File: config.mk
export PLATFORM = sky130hd
export DESIGN_NAME = seven_segment_scan_driver
export DESIGN_NICKNAME = d
export VERILOG_FILES = /design/src/hdl/ssd_pkg.sv /design/src/hdl/ssd_ctrl.sv /design/src/hdl/ssd_datapath.sv /design/src/hdl/seven_segment_scan_driver.sv
export SDC_FILE = /design/constraint.sdc
export NUM_CORES = 1
export LEC_CHECK = 0
export CORE_MARGIN = 2
export CORE_UTILIZATION = 34
export DETAILED_ROUTE_END_ITERATION = 16
export DONT_BUFFER_PORTS = 1
export RECOVER_POWER = 25
export REMOVE_ABC_BUFFERS = 1
export SYNTH_ARGS = -nofsm -noshare
export SYNTH_HDL_FRONTEND = slang
export SYNTH_SLANG_ARGS = --single-unit
File: constraint.sdc
create_clock -name clk_i -period 2.7 [get_ports clk_i]
set_input_delay 0.405 -clock clk_i [delete_from_list [all_inputs] [get_ports clk_i]]
set_output_delay 0.405 -clock clk_i [all_outputs]
set_load 0.05 [all_outputs]
File: src/hdl/ssd_pkg.sv
// shared types, constants and character decode for the seven-segment scan driver
`timescale 1ns / 1ps

package ssd_pkg;

  localparam int unsigned DIGITS = 4;

  localparam logic [7:0] DIGIT_ORDER_RESET = 8'd228;
  localparam logic [7:0] SEG_BLANK         = 8'hFF;

  localparam logic [2:0] OP_WRITE_CHAR = 3'd0;
  localparam logic [2:0] OP_CLEAR_POS  = 3'd1;
  localparam logic [2:0] OP_CLEAR_ALL  = 3'd2;
  localparam logic [2:0] OP_SET_AUX    = 3'd3;
  localparam logic [2:0] OP_SCAN_TICK  = 3'd4;

  // controller to datapath
  typedef struct packed {
    logic write_char;
    logic clear_pos;
    logic clear_all;
    logic set_aux;
    logic scan_tick;
  } ssd_cmd_t;

  // datapath to controller
  typedef struct packed {
    logic char_hit;
    logic slot_ok;
  } ssd_status_t;

  typedef struct packed {
    logic       hit;
    logic [7:0] seg;
  } ssd_decode_t;

  // active-high glyphs, a = bit 0 to g = bit 6
  function automatic logic [6:0] ssd_glyph(input logic [3:0] idx);
    logic [6:0] g;
    case (idx)
      4'd0:    g = 7'h3F;
      4'd1:    g = 7'h06;
      4'd2:    g = 7'h5B;
      4'd3:    g = 7'h4F;
      4'd4:    g = 7'h66;
      4'd5:    g = 7'h6D;
      4'd6:    g = 7'h7D;
      4'd7:    g = 7'h07;
      4'd8:    g = 7'h7F;
      4'd9:    g = 7'h6F;
      4'd10:   g = 7'h77; // A
      4'd11:   g = 7'h73; // P
      4'd12:   g = 7'h31; // T
      4'd13:   g = 7'h30; // I
      4'd14:   g = 7'h37; // M
      4'd15:   g = 7'h79; // E
      default: g = 7'h00;
    endcase
    return g;
  endfunction

  // active-low segment byte, decimal point off
  function automatic ssd_decode_t ssd_decode(input logic [7:0] ch);
    ssd_decode_t r;
    logic [3:0]  idx;
    r.hit = 1'b1;
    r.seg = SEG_BLANK;
    idx   = 4'd0;
    case (ch) inside
      [8'h30:8'h3A]: idx = ch[3:0];
      8'h41, 8'h61:  idx = 4'd10;
      8'h50, 8'h70:  idx = 4'd11;
      8'h54, 8'h74:  idx = 4'd12;
      8'h49, 8'h69:  idx = 4'd13;
      8'h4D, 8'h6D:  idx = 4'd14;
      8'h45, 8'h65:  idx = 4'd15;
      8'h53, 8'h73:  idx = 4'd5;
      8'h00:         r.hit = 1'b1;
      default:       r.hit = 1'b0;
    endcase
    if (ch != 8'h00) begin
      r.seg = {1'b1, ~ssd_glyph(idx)};
    end
    return r;
  endfunction

endpackage

File: src/hdl/ssd_ctrl.sv
// request handshake and output-slot state machine
`timescale 1ns / 1ps

module ssd_ctrl import ssd_pkg::*; (
  input  logic        clk_i,
  input  logic        rst_ni,
  input  logic        in_valid_i,
  input  logic [2:0]  operation_i,
  input  logic        out_stall_i,
  input  ssd_status_t status_i,
  output logic        in_stall_o,
  output logic        out_valid_o,
  output ssd_cmd_t    cmd_o
);

  localparam logic ST_EMPTY = 1'b0;
  localparam logic ST_FULL  = 1'b1;

  logic state_q, state_d;
  logic accept;

  // a new request may be taken unless a held frame is stalled this cycle
  assign in_stall_o  = (state_q == ST_FULL) && out_stall_i;
  assign accept      = in_valid_i && !in_stall_o;
  assign out_valid_o = (state_q == ST_FULL);

  always_comb begin
    cmd_o = '0;
    if (accept) begin
      case (operation_i)
        OP_WRITE_CHAR: cmd_o.write_char = status_i.char_hit && status_i.slot_ok;
        OP_CLEAR_POS:  cmd_o.clear_pos  = status_i.slot_ok;
        OP_CLEAR_ALL:  cmd_o.clear_all  = 1'b1;
        OP_SET_AUX:    cmd_o.set_aux    = 1'b1;
        OP_SCAN_TICK:  cmd_o.scan_tick  = 1'b1;
        default:       cmd_o            = '0;
      endcase
    end
  end

  always_comb begin
    state_d = state_q;
    case (state_q)
      ST_EMPTY: begin
        if (cmd_o.scan_tick) state_d = ST_FULL;
      end
      ST_FULL: begin
        if (!cmd_o.scan_tick && !out_stall_i) state_d = ST_EMPTY;
      end
      default: state_d = ST_EMPTY;
    endcase
  end

  always_ff @(posedge clk_i or negedge rst_ni) begin
    if (!rst_ni) begin
      state_q <= ST_EMPTY;
    end else begin
      state_q <= state_d;
    end
  end

endmodule

File: src/hdl/ssd_datapath.sv
// digit buffer, digit-order register, scan counter and frame register
`timescale 1ns / 1ps

module ssd_datapath import ssd_pkg::*; (
  input  logic        clk_i,
  input  logic        rst_ni,
  input  logic        cfg_wr_en_i,
  input  logic [7:0]  cfg_wr_data_i,
  input  logic [7:0]  character_i,
  input  logic [1:0]  position_i,
  input  logic [3:0]  aux_mask_i,
  input  ssd_cmd_t    cmd_i,
  output ssd_status_t status_o,
  output logic [7:0]  frame_first_o,
  output logic [7:0]  frame_second_o
);

  logic [7:0]  digit_order_q;
  logic [7:0]  digit_buffer_q [DIGITS];
  logic [3:0]  aux_bits_q;
  logic [1:0]  scan_position_q, scan_position_d;
  logic [7:0]  frame_first_q, frame_second_q;
  logic [1:0]  slot;
  ssd_decode_t dec;

  assign slot = digit_order_q[{position_i, 1'b0} +: 2];
  assign dec  = ssd_decode(character_i);

  assign status_o.char_hit = dec.hit;
  assign status_o.slot_ok  = ({1'b0, slot} < 3'(DIGITS));

  // wrap after the last fitted digit
  always_comb begin
    if ((3'({1'b0, scan_position_q}) + 3'd1) >= 3'(DIGITS)) begin
      scan_position_d = 2'd0;
    end else begin
      scan_position_d = scan_position_q + 2'd1;
    end
  end

  always_ff @(posedge clk_i or negedge rst_ni) begin
    if (!rst_ni) begin
      digit_order_q   <= DIGIT_ORDER_RESET;
      aux_bits_q      <= '0;
      scan_position_q <= '0;
      for (int i = 0; i < DIGITS; i++) begin
        digit_buffer_q[i] <= '0;
      end
    end else begin
      if (cfg_wr_en_i) digit_order_q <= cfg_wr_data_i;
      if (cmd_i.set_aux) aux_bits_q <= aux_mask_i;
      if (cmd_i.scan_tick) scan_position_q <= scan_position_d;
      if (cmd_i.clear_all) begin
        for (int i = 0; i < DIGITS; i++) begin
          digit_buffer_q[i] <= SEG_BLANK;
        end
      end else if (cmd_i.write_char || cmd_i.clear_pos) begin
        digit_buffer_q[slot[$clog2(DIGITS > 1 ? DIGITS : 2)-1:0]] <=
          cmd_i.write_char ? dec.seg : SEG_BLANK;
      end
    end
  end

  always_ff @(posedge clk_i) begin
    if (cmd_i.scan_tick) begin
      frame_first_q  <= {aux_bits_q, 4'b0001 << scan_position_d};
      frame_second_q <= digit_buffer_q[scan_position_d[$clog2(DIGITS > 1 ? DIGITS : 2)-1:0]];
    end
  end

  assign frame_first_o  = frame_first_q;
  assign frame_second_o = frame_second_q;

endmodule

File: src/hdl/seven_segment_scan_driver.sv
// top level of the four-digit multiplexed seven-segment scan driver
`timescale 1ns / 1ps

// Write char, clear position, clear all and set aux update the digit buffer or
// aux register at the accepting edge; a scan tick advances the scan position
// (first tick after reset scans digit 1) and loads a two-byte frame into the
// output register, valid the next cycle. Requests keep flowing while a frame
// waits; in_stall_o rises only when a frame is held and out_stall_i is high.
// Segments are active low, a on bit 0 to g on bit 6, decimal point on bit 7
// kept off. digit_order must be written only when idle, by the user; unchecked.
module seven_segment_scan_driver import ssd_pkg::*; (
  input  logic       clk_i,
  input  logic       rst_ni,
  input  logic       cfg_wr_en_i,
  input  logic [7:0] cfg_wr_data_i,
  input  logic       in_valid_i,
  output logic       in_stall_o,
  input  logic [2:0] operation_i,
  input  logic [7:0] character_i,
  input  logic [1:0] position_i,
  input  logic [3:0] aux_mask_i,
  output logic       out_valid_o,
  input  logic       out_stall_i,
  output logic [7:0] frame_first_o,
  output logic [7:0] frame_second_o
);

  ssd_cmd_t    cmd;
  ssd_status_t status;

  ssd_ctrl u_ctrl (
    .clk_i       (clk_i),
    .rst_ni      (rst_ni),
    .in_valid_i  (in_valid_i),
    .operation_i (operation_i),
    .out_stall_i (out_stall_i),
    .status_i    (status),
    .in_stall_o  (in_stall_o),
    .out_valid_o (out_valid_o),
    .cmd_o       (cmd)
  );

  ssd_datapath u_datapath (
    .clk_i          (clk_i),
    .rst_ni         (rst_ni),
    .cfg_wr_en_i    (cfg_wr_en_i),
    .cfg_wr_data_i  (cfg_wr_data_i),
    .character_i    (character_i),
    .position_i     (position_i),
    .aux_mask_i     (aux_mask_i),
    .cmd_i          (cmd),
    .status_o       (status),
    .frame_first_o  (frame_first_o),
    .frame_second_o (frame_second_o)
  );

endmodule

==> results of run 1 <==
-- cell usage after synthesis (all sizes together), types with 2 or more instances --
master and number:
a2111oi 2, a21oi 7, a221o 2, and2 2, buf 4, clkbuf 7, dfrtp 43, dfstp 4
edfxtp 16, ha 5, inv 10, mux2 42, mux2i 2, mux4 10, nand2 10, nand2b 6
nand3 3, nand3b 3, nor2 5, nor2b 3, nor3 4, nor3b 3, nor4 3, o21ai 5
o221ai 2, o311ai 2, or2 5, or3b 2, xnor2 3
-- worst paths after layout --
check	startpoint	end	cells past startpoint
min	aux_mask_i[0]	u_datapath.aux_bits_q[0]	1
max reg2reg	u_ctrl.out_valid_o	u_datapath.digit_buffer_q[2]	7
max	u_ctrl.out_valid_o	u_datapath.digit_buffer_q[2]	7
max in group asynchronous	rst_ni	u_datapath.digit_buffer_q[13]	2
min in group asynchronous	rst_ni	u_datapath.aux_bits_q[0]	2
min reg2reg	u_datapath.aux_bits_q[3]	u_datapath.frame_first_o[7]	0
-- what timing repair did --
action                     CTS  global route
setup endpoints to repair    0             0
hold buffers                 2             0
hold endpoints to repair    47             0
-- routing by layer --
layer  vias to the layer above  GRT usage [%]
met5                         -              0
met4                         0           3.79
met3                         6           5.15
met2                        43           20.1
met1                       969           15.0
li1                        873              -
-- layout make-up --
type | count | share of cell area [%]
clock inverters | 6 | 2.38
repair buffers | 10 | 2.13
clock buffers | 10 | 3.90
inverters | 10 | 1.06
multi-input cells | 144 | 39.5
flip-flops and latches | 63 | 47.1
well taps | 111 | 3.94
-- sequential cells by signal, summed over array words and instances, names as in the netlist --
signal                      flops
u_datapath.digit_order_q        8
u_ctrl.out_valid_o              1
u_datapath.frame_first_o        8
u_datapath.frame_second_o       8
u_datapath.scan_position_q      2
u_datapath.aux_bits_q           4
u_datapath.digit_buffer_q      32
-- stage by stage --
stage	cell area [um2]	power, mW
finish	3530	2.83
global route	3530	2.97
CTS	3550	2.88
detailed placement	3290	1.95
global placement	3290	1.93
floorplan	3090	1.79
-- critical path: stages (launching register included) --
cell and delay, ns:
dfrtp_1 0.38, nand2_1 0.12, inv_1 0.07, nor3b_1 0.47, inv_1 0.08, a221o_2 0.40, a21oi_4 0.33, mux2_2 0.39
-- layout by cell type, fill, tap and decap left out, types with 2 or more instances in the layout --
master      synthesis  final
clkinvlp_4          0      2
clkbuf_8            0     10
nand2_1            10     10
nor2b_1             3      3
mux4_2             10     10
o21ai_0             5      5
nand3b_1            3      3
o311ai_1            2      2
nand2b_1            5      5
nor4_1              3      3
inv_1              10     10
mux2_2             35     35
xnor2_1             3      3
ha_1                5      5
o221ai_1            2      2
bufinv_16           0      2
a21oi_1             3      3
a21oi_4             3      3
edfxtp_1           16     16
dfrtp_1            43     43
nor3b_1             3      3
nor2_1              5      5
or2_2               5      5
buf_4               1      8
nand3_1             3      3
and2_1              2      2
dfstp_2             4      4
nor3_1              4      4
mux2i_1             2      2
mux2_1              7      7
-- kinds of logic (layout without fill, tap and decap cells) --
logic type / Yosys count / in the layout / share of synthesized area [%]
buffers and inverters: 21 / 36 / 3.13
flip-flops: 63 / 63 / 52.7
adder cells (fa/ha/maj): 5 / 5 / 1.98
multiplexers: 54 / 54 / 22.8
AND/OR/NAND/NOR: 53 / 53 / 10.0
AO/OA/AOI/OAI: 29 / 29 / 8.57
XOR/XNOR: 3 / 3 / 0.833
-- report_power, final --
group | switching [mW] | internal [mW] | leakage [nW]
clock | 0.355 | 0.540 | 0.106
sequential | 0.125 | 1.19 | 0.621
combinational | 0.282 | 0.334 | 0.463
==> metrics.txt, run 1 <==
Yosys reg bits=63; largest fanout on the critical path=8; routed vias/inst=around 5.3; Core ar.=9110 um2; WL met2=between 2000 and 3000 um; Critical Path End Type=flip-flop; WL met3=281 um; Pwr Density=between 800 and 900 nW/um2; share of layout cells above drive strength 1=35.8%; status=complete, no violations; pin count of the biggest net entering global routing=between 40 and 50; worst-margin pin slew=between 1 and 1.5 ns; Pins Over Slew Limit=0; HPWL Detailed=roughly 4200 um; endpoints failing hold=0; Nets=273; final antenna-violating net count=0; top routing layer used=met4; filler cell count in the final layout=861; drt initial violations=79; Final TNS setup=0 ns; Hold Crit Class=in -> reg; Port Buffers=0; io pins=48; worst-skew pair later-pin latency=0.34 ns; die width=about 100 um; WL/cell=16.7 um; kind of critical path=reg -> reg; Max Freq=426 MHz; sequential share of the synthesized area=approximately 53%; crit path launch type=flip-flop; ranking of synthesized cells by area=dfrtp_1 (34%), edfxtp_1 (15%), mux2_2 (12%); die height=100 um; RePlAce Congestion=roughly 0.84; CTS buffer count=9; drt total wl=a little under 6000 um; M1 wire length=approximately 2700 um; RSZ-0062 raised after global routing=false; clk_skew=between 0.008 and 0.009 ns; post-layout util=approximately 39%; Worst slew margin=between 20% and 30%; R2R setup slack=about 0.35 ns; Most used DFF post-synth=dfrtp_1; n_diodes=0; Core Rows=35; clk buf depth=2; initial antenna violation count=0; footprint of the multi-input gates=roughly 1400 um2; CTS Root Cell=clkbuf_8; CTS tree=yes; Yosys top cell area share=between 30% and 40%; top cell type by total area after synthesis=dfrtp_1; area growth from synthesis to layout=11.9%; Setup violations, final=0; final setup margin=about 0.35 ns; CP Data Arrival Time=2.57 ns; router iterations before antenna repair=4; first-pass GRT wire length=roughly 9000 um; fin cells=354; vias=around 1900; placed insts=roughly 340; GRT Overall Usage=12.4%; Avg Inst Size Synth=roughly 14 um2; VDD IR max=roughly 0.25 mV; Worst-path clk slew=~0.070 ns; clock sink count=between 60 and 70; post-layout min period=~2.3 ns; worst hold margin=around 0.21 ns; Synth cell types=51; area of the die=a little over 10000 um2; vias in the first global route=between 1500 and 2000; cell count after synthesis=about 230; drc violations=0; pre-CTS WS=0.0683 ns; period utilization=between 80% and 90%; H-tree depth=3; starting density of the core=34.6%; Post-CTS Setup Inserts=0; Synth Cell Area=~3200 um2; number of synthesis warnings=0; Crit path required time=around 3 ns; MaxCap Viol Count=0; Leak=between 1 and 1.5 nW; Post-CTS Resized=0; grt total ovfl=0; asr flop ratio synth=74.6%; sequential cell area=~1700 um2; EDFF count, synth=16
Note: power is estimated with default switching activity, not from simulation.
==> inputs of run 2 (changes only) <==
Settings changed: ABC_AREA set to 1, CTS_BUF_LIST set to sky130_fd_sc_hd__clkbuf_4 sky130_fd_sc_hd__clkbuf_8.
Clock period 2.7 ns to 2.4 ns, I/O delays scaled along.
==> metrics.txt, run 2 <==
drc violations=0 (unchanged); crit path launch type=flip-flop (unchanged); Nets=464 (was 273); post-layout util=39.4% (was 38.7%); Port Buffers=0 (unchanged); Critical Path End Type=flip-flop (unchanged); Synth Cell Area=3440 um2 (was 3150 um2); largest fanout on the critical path=8 (unchanged); WL/cell=12.9 um (was 16.7 um); cell count after synthesis=412 (was 228); Yosys reg bits=63 (unchanged); post-layout min period=1.91 ns (was 2.35 ns); VDD IR max=0.385 mV (was 0.255 mV); Critical Path Start=u_ctrl.out_valid_o (unchanged); Final TNS setup=0 ns (unchanged); clock sink count=63 (unchanged); drt initial violations=179 (was 79); Core ar.=9770 um2 (was 9110 um2); Design Power=2.94 mW (was 2.83 mW); area growth from synthesis to layout=12.0% (was 11.9%); initial antenna violation count=0 (unchanged); die width=105 um (was 100 um); FF-to-FF Start=u_ctrl.out_valid_o (unchanged); Worst slew margin=22.3% (was 24.0%); kind of critical path=reg -> reg (unchanged); Top reg by flops=u_datapath.digit_buffer_q (unchanged); most frequent cells in the layout=nand2_1 (79), inv_1 (78), nor2_1 (71), dfrtp_1 (43) (was dfrtp_1 (43), mux2_2 (35), edfxtp_1 (16)); MaxCap Viol Count=0 (unchanged); vias=2616 (was 1891); sequential share of the synthesized area=48.3% (was 52.7%); Worst-path clk slew=0.07 ns (about the same); vias in the first global route=2725 (was 1813); Core Rows=36 (was 35); hold wc startpoint=cfg_wr_en_i (was aux_mask_i[0]); pin count of the biggest net entering global routing=48 (unchanged); clk_skew=0.00961 ns (was 0.00897 ns); worst-skew pair later-pin latency=0.33 ns (was 0.34 ns); drt total wl=7330 um (was 5920 um); starting density of the core=35.2% (was 34.6%); top cell type by total area after synthesis=dfrtp_1 (unchanged); area of the die=10900 um2 (was 10100 um2); pre-CTS WS=0.293 ns (was 0.0683 ns); io pins=48 (unchanged); final setup margin=0.495 ns (was 0.353 ns); period utilization=79.4% (was 86.9%); Most used DFF post-synth=dfrtp_1 (unchanged); clk buf depth=2 (unchanged); Commonest cells post-synth=nand2_1 (79), inv_1 (78), nor2_1 (71) (was dfrtp_1 (43), mux2_2 (35), edfxtp_1 (16)); Synth cell types=35 (was 51); max FFs per register=32 (unchanged); CP Data Arrival Time=2.16 ns (was 2.57 ns); Post-CTS Setup Inserts=0 (unchanged); RePlAce Congestion=0.844 (was 0.841); share of layout cells above drive strength 1=15.4% (was 35.8%); top-count cell post-synth=nand2_1 (was dfrtp_1); CTS hold repair buffers=2 (unchanged); worst hold margin=0.0963 ns (was 0.212 ns); routed vias/inst=4.61 (was 5.34); Pwr Density=763 nW/um2 (was 802 nW/um2); Post-CTS Resized=0 (unchanged); CTS buffer count=9 (unchanged); RSZ-0062 raised after global routing=false (unchanged); Setup violations, final=0 (unchanged); Crit path required time=2.66 ns (was 2.92 ns); router iterations before antenna repair=4 (unchanged); CTS Root Cell=clkbuf_8 (unchanged); endpoints failing hold=0 (unchanged); Pins Over Slew Limit=0 (unchanged); HPWL Detailed=5300 um (was 4200 um); ranking of synthesized cells by area=dfrtp_1 (31%), edfxtp_1 (14%), nand2_1 (8.6%) (was dfrtp_1 (34%), edfxtp_1 (15%), mux2_2 (12%)); EDFF count, synth=16 (unchanged); grt total ovfl=0 (unchanged); worst-margin pin slew=1.16 ns (was 1.14 ns); Max Freq=525 MHz (was 426 MHz); die height=105 um (was 100 um); n_diodes=0 (unchanged); first-pass GRT wire length=12800 um (was 9270 um); final antenna-violating net count=0 (unchanged); Yosys top cell area share=31.3% (was 34.1%); status=complete, no violations (unchanged); Hold Crit Class=in -> reg (unchanged); CTS tree=yes (unchanged); Leak=1.93 nW (was 1.19 nW); number of synthesis warnings=0 (unchanged); Avg Inst Size Synth=8.35 um2 (was 13.8 um2); most common cell after layout, fill and taps aside=nand2_1 (was dfrtp_1); GRT Overall Usage=14.6% (was 12.4%); H-tree depth=3 (unchanged); asr flop ratio synth=74.6% (unchanged)
==> run 2: cell count changes after synthesis, sizes merged, moves of 10 or more <==
cell    change
nor2       +72
mux4       -10
inv        +73
nand3      +18
clkinv     +10
nand2      +75
mux2       -34
==> run 2: area by class of cell <==
type | instances | area, um2
tap | 133 | 166
timing repair buffer | 7 | 52.6
clock inverter | 4 | 47.5
clock buffer | 12 | 146
fill | 998 | 5920
sequential | 63 | 1660
multi-input combinational | 255 | 1430
inverter | 93 | 349
==> run 2: cell families after synthesis <==
kind of cell,Yosys count,synth area share (%)
AOI/OAI and AO/OA,47,10.4
DFF,63,48.3
and+or+nand+nor,195,26.6
muxes,8,2.62
buffers and inverters,94,10.3
adders and majority gates,5,1.82
==> run 2: through the flow <==
stage | instances | instance area, um2
floorplan | 411 | 3430
global placement | 549 | 3640
detailed placement | 549 | 3640
CTS | 567 | 3870
global route | 567 | 3850
finish | 567 | 3850
==> run 2: final timing paths <==
| check | end | slack [ns] | depth (start not counted) |
|---|---|---|---|
| worst max-delay path | u_datapath.digit_buffer_q[14] | 0.49 | 7 |
| worst min-delay path | u_datapath.digit_order_q[5] | 0.1 | 1 |
| worst max register to register | u_datapath.digit_buffer_q[14] | 0.49 | 7 |
| worst min register to register | u_datapath.frame_first_o[5] | 0.45 | 0 |
| max in group asynchronous | u_datapath.digit_buffer_q[3] | 0.89 | 2 |
| min in group asynchronous | u_datapath.digit_buffer_q[20] | 0.79 | 2 |
==> run 2: per-layer routing <==
| layer | wire, um | GRT usage (%) | vias up |
|---|---|---|---|
| li1 | - | - | 1331 |
| met1 | 3310 | 18.4 | 1201 |
| met2 | 3530 | 24.6 | 72 |
| met3 | 354 | 2.87 | 12 |
| met4 | 131 | 6.18 | 0 |
| met5 | 0 | 0 | - |
==> run 2: critical path, cell delays in order (launching register included) <==
cell      delay, ns
dfrtp_1        0.39
nand2_2        0.12
nand3_2        0.15
nor2_2         0.49
o211ai_2       0.39
nand2_1        0.15
inv_1          0.05
nor2_1         0.09
==> run 2: report_power, final <==
group          switching [mW]  total [mW]  internal [mW]
clock                   0.392       0.903          0.511
sequential             0.0889        1.32           1.23
combinational           0.445       0.713          0.268
total                   0.926        2.94           2.01
==> inputs of run 3 (changes only) <==
Settings changed: ABC_AREA 1 to 0.
Clock period 2.4 ns to 1.6 ns, I/O delays scaled along.
==> metrics.txt, run 3 (synthesis gave the netlist of run 1 again) <==
Pwr Density=1280 nW/um2 (was 763 nW/um2); pre-CTS WS=-0.773 ns (was 0.293 ns); period utilization=126% (was 79.4%); worst-skew pair later-pin latency=0.34 ns (was 0.33 ns); GRT Overall Usage=14.3% (was 14.6%); largest fanout on the critical path=8 (unchanged); clk buf depth=2 (unchanged); post-layout min period=2.02 ns (was 1.91 ns); most frequent cells in the layout=dfrtp_1 (43), buf_4 (38), mux2_4 (32), edfxtp_1 (16) (was nand2_1 (79), inv_1 (78), nor2_1 (71), dfrtp_1 (43)); Critical Path End Type=flip-flop (unchanged); CTS tree=yes (unchanged); CP max stage delay=0.39 ns (was 0.49 ns); worst-path cell chain=nand2_2, inv_2, nor3b_2, buf_4, inv_2, a221o_2, a21oi_4, buf_12, mux2_4 (was nand2_2, nand3_2, nor2_2, o211ai_2, nand2_1, inv_1, nor2_1); area post-placement=3540 um2 (was 3640 um2); Leak=1.56 nW (was 1.93 nW); die width=100 um (was 105 um); WL/cell=17.5 um (was 12.9 um); kind of critical path=reg -> reg (unchanged); Worst slew margin=30.3% (was 22.3%); H-tree depth=3 (unchanged); crit path launch type=flip-flop (unchanged); Top reg by flops=u_datapath.digit_buffer_q (unchanged); router iterations before antenna repair=4 (unchanged); worst-margin pin slew=1.05 ns (was 1.16 ns); Nets=312 (was 464); Crit path required time=1.82 ns (was 2.66 ns); clock sink count=63 (unchanged); CP Data Arrival Time=2.24 ns (was 2.16 ns); MaxCap Viol Count=0 (unchanged); most frequent CP cell=inv_2; share of layout cells above drive strength 1=51.1% (was 15.4%); area growth from synthesis to layout=27.8% (was 12.0%); RePlAce Congestion=0.875 (was 0.844); pin count of the biggest net entering global routing=48 (unchanged); die height=100 um (was 105 um); Port Buffers=0 (unchanged); RSZ-0062 raised after global routing=true (was false); area of the die=10100 um2 (was 10900 um2); violated checks=setup timing; CP max stage cell=dfrtp_1 (was nor2_2); most common cell after layout, fill and taps aside=dfrtp_1 (was nand2_1); initial antenna violation count=0 (unchanged); routed vias/inst=5.20 (was 4.61); starting density of the core=34.6% (was 35.2%); Pins Over Slew Limit=0 (unchanged); final setup margin=-0.420 ns (was 0.495 ns); Core ar.=9110 um2 (was 9770 um2); VDD IR max=0.455 mV (was 0.385 mV); drc violations=0 (unchanged); status=complete, but fails checks (was complete, no violations); drt total wl=6880 um (was 7330 um); post-layout util=44.3% (was 39.4%); Final TNS setup=-12.55 ns (was 0 ns); Max Freq=495 MHz (was 525 MHz); first-pass GRT wire length=10900 um (was 12800 um); CTS Root Cell=clkbuf_8 (unchanged); max FFs per register=32 (unchanged); endpoints failing hold=0 (unchanged); final antenna-violating net count=0 (unchanged); HPWL Detailed=4490 um (was 5300 um); grt total ovfl=0 (unchanged); drt initial violations=65 (was 179); Core Rows=35 (was 36); Hold Crit Class=in -> reg (unchanged); CTS buffer count=9 (unchanged); io pins=48 (unchanged); vias=2045 (was 2616); Design Area, Final=4030 um2 (was 3850 um2); Worst-path clk slew=0.07 ns (about the same); n_diodes=0 (unchanged); vias in the first global route=2064 (was 2725); placed insts=364 (was 549); Setup violations, final=40 (was 0); fin cells=393 (was 567); clk_skew=0.0100 ns (was 0.00961 ns)
## run 3: final timing paths
| path | cells past startpoint | end | from | slack, ns |
|---|---|---|---|---|
| worst max-delay path | 9 | u_datapath.digit_buffer_q[21] | u_ctrl.out_valid_o | -0.42 |
| worst min-delay path | 1 | u_datapath.aux_bits_q[0] | aux_mask_i[0] | 0.05 |
| worst max register to register | 9 | u_datapath.digit_buffer_q[21] | u_ctrl.out_valid_o | -0.42 |
| worst min register to register | 0 | u_datapath.frame_first_o[7] | u_datapath.aux_bits_q[3] | 0.45 |
| max in group asynchronous | 2 | u_datapath.digit_buffer_q[15] | rst_ni | 0.28 |
| min in group asynchronous | 2 | u_datapath.digit_buffer_q[27] | rst_ni | 0.67 |
## run 3: timing repair
item,CTS,global route
setup endpoints to repair,44,44
hold buffers,2,0
pin swaps,3,3
gates resized for setup,43,8
buffers inserted,7,4
cloned,1,0
endpoints found under the hold margin,47,0
## run 3: critical path, delay by kind of cell, from the launching register on
kind	cells	cell delay, ns
buf+inv	4	0.40
compound gates	2	0.56
mux	1	0.30
simple gates	2	0.27
flops	1	0.39
## run 3: layout make-up
class,instances,area [um2]
Timing Repair Buffer,49,450
Tap cell,111,139
Sequential cell,63,1660
Clock buffer,10,131
Multi-Input combinational cell,144,1550
Fill cell,838,5080
Clock inverter,6,61.3
Inverter,10,37.5
## run 3: metrics by stage
| step | hold slack [ns] | power, mW |
|---|---|---|
| floorplan | -0.0556 | 3.02 |
| global route | 0.0275 | 5.40 |
| finish | 0.0474 | 5.15 |
| global placement | -0.0545 | 3.42 |
| detailed placement | -0.0542 | 3.46 |
| CTS | 0.0354 | 5.19 |
## run 3: power breakdown
group | switching [mW] | total (mW) | internal (mW)
Sequential | 0.221 | 2.23 | 2.01
Clock | 0.610 | 1.34 | 0.730
Combinational | 0.592 | 1.57 | 0.980
Total | 1.42 | 5.15 | 3.72
## run 3: metal layers
layer / GRT usage [%] / vias up / share of wire, %
li1: - / 945 / -
met1: 18.8 / 1053 / 45
met2: 22.5 / 40 / 50
met3: 5.22 / 7 / 4.3
met4: 3.79 / 0 / 1.3
met5: 0 / - / 0
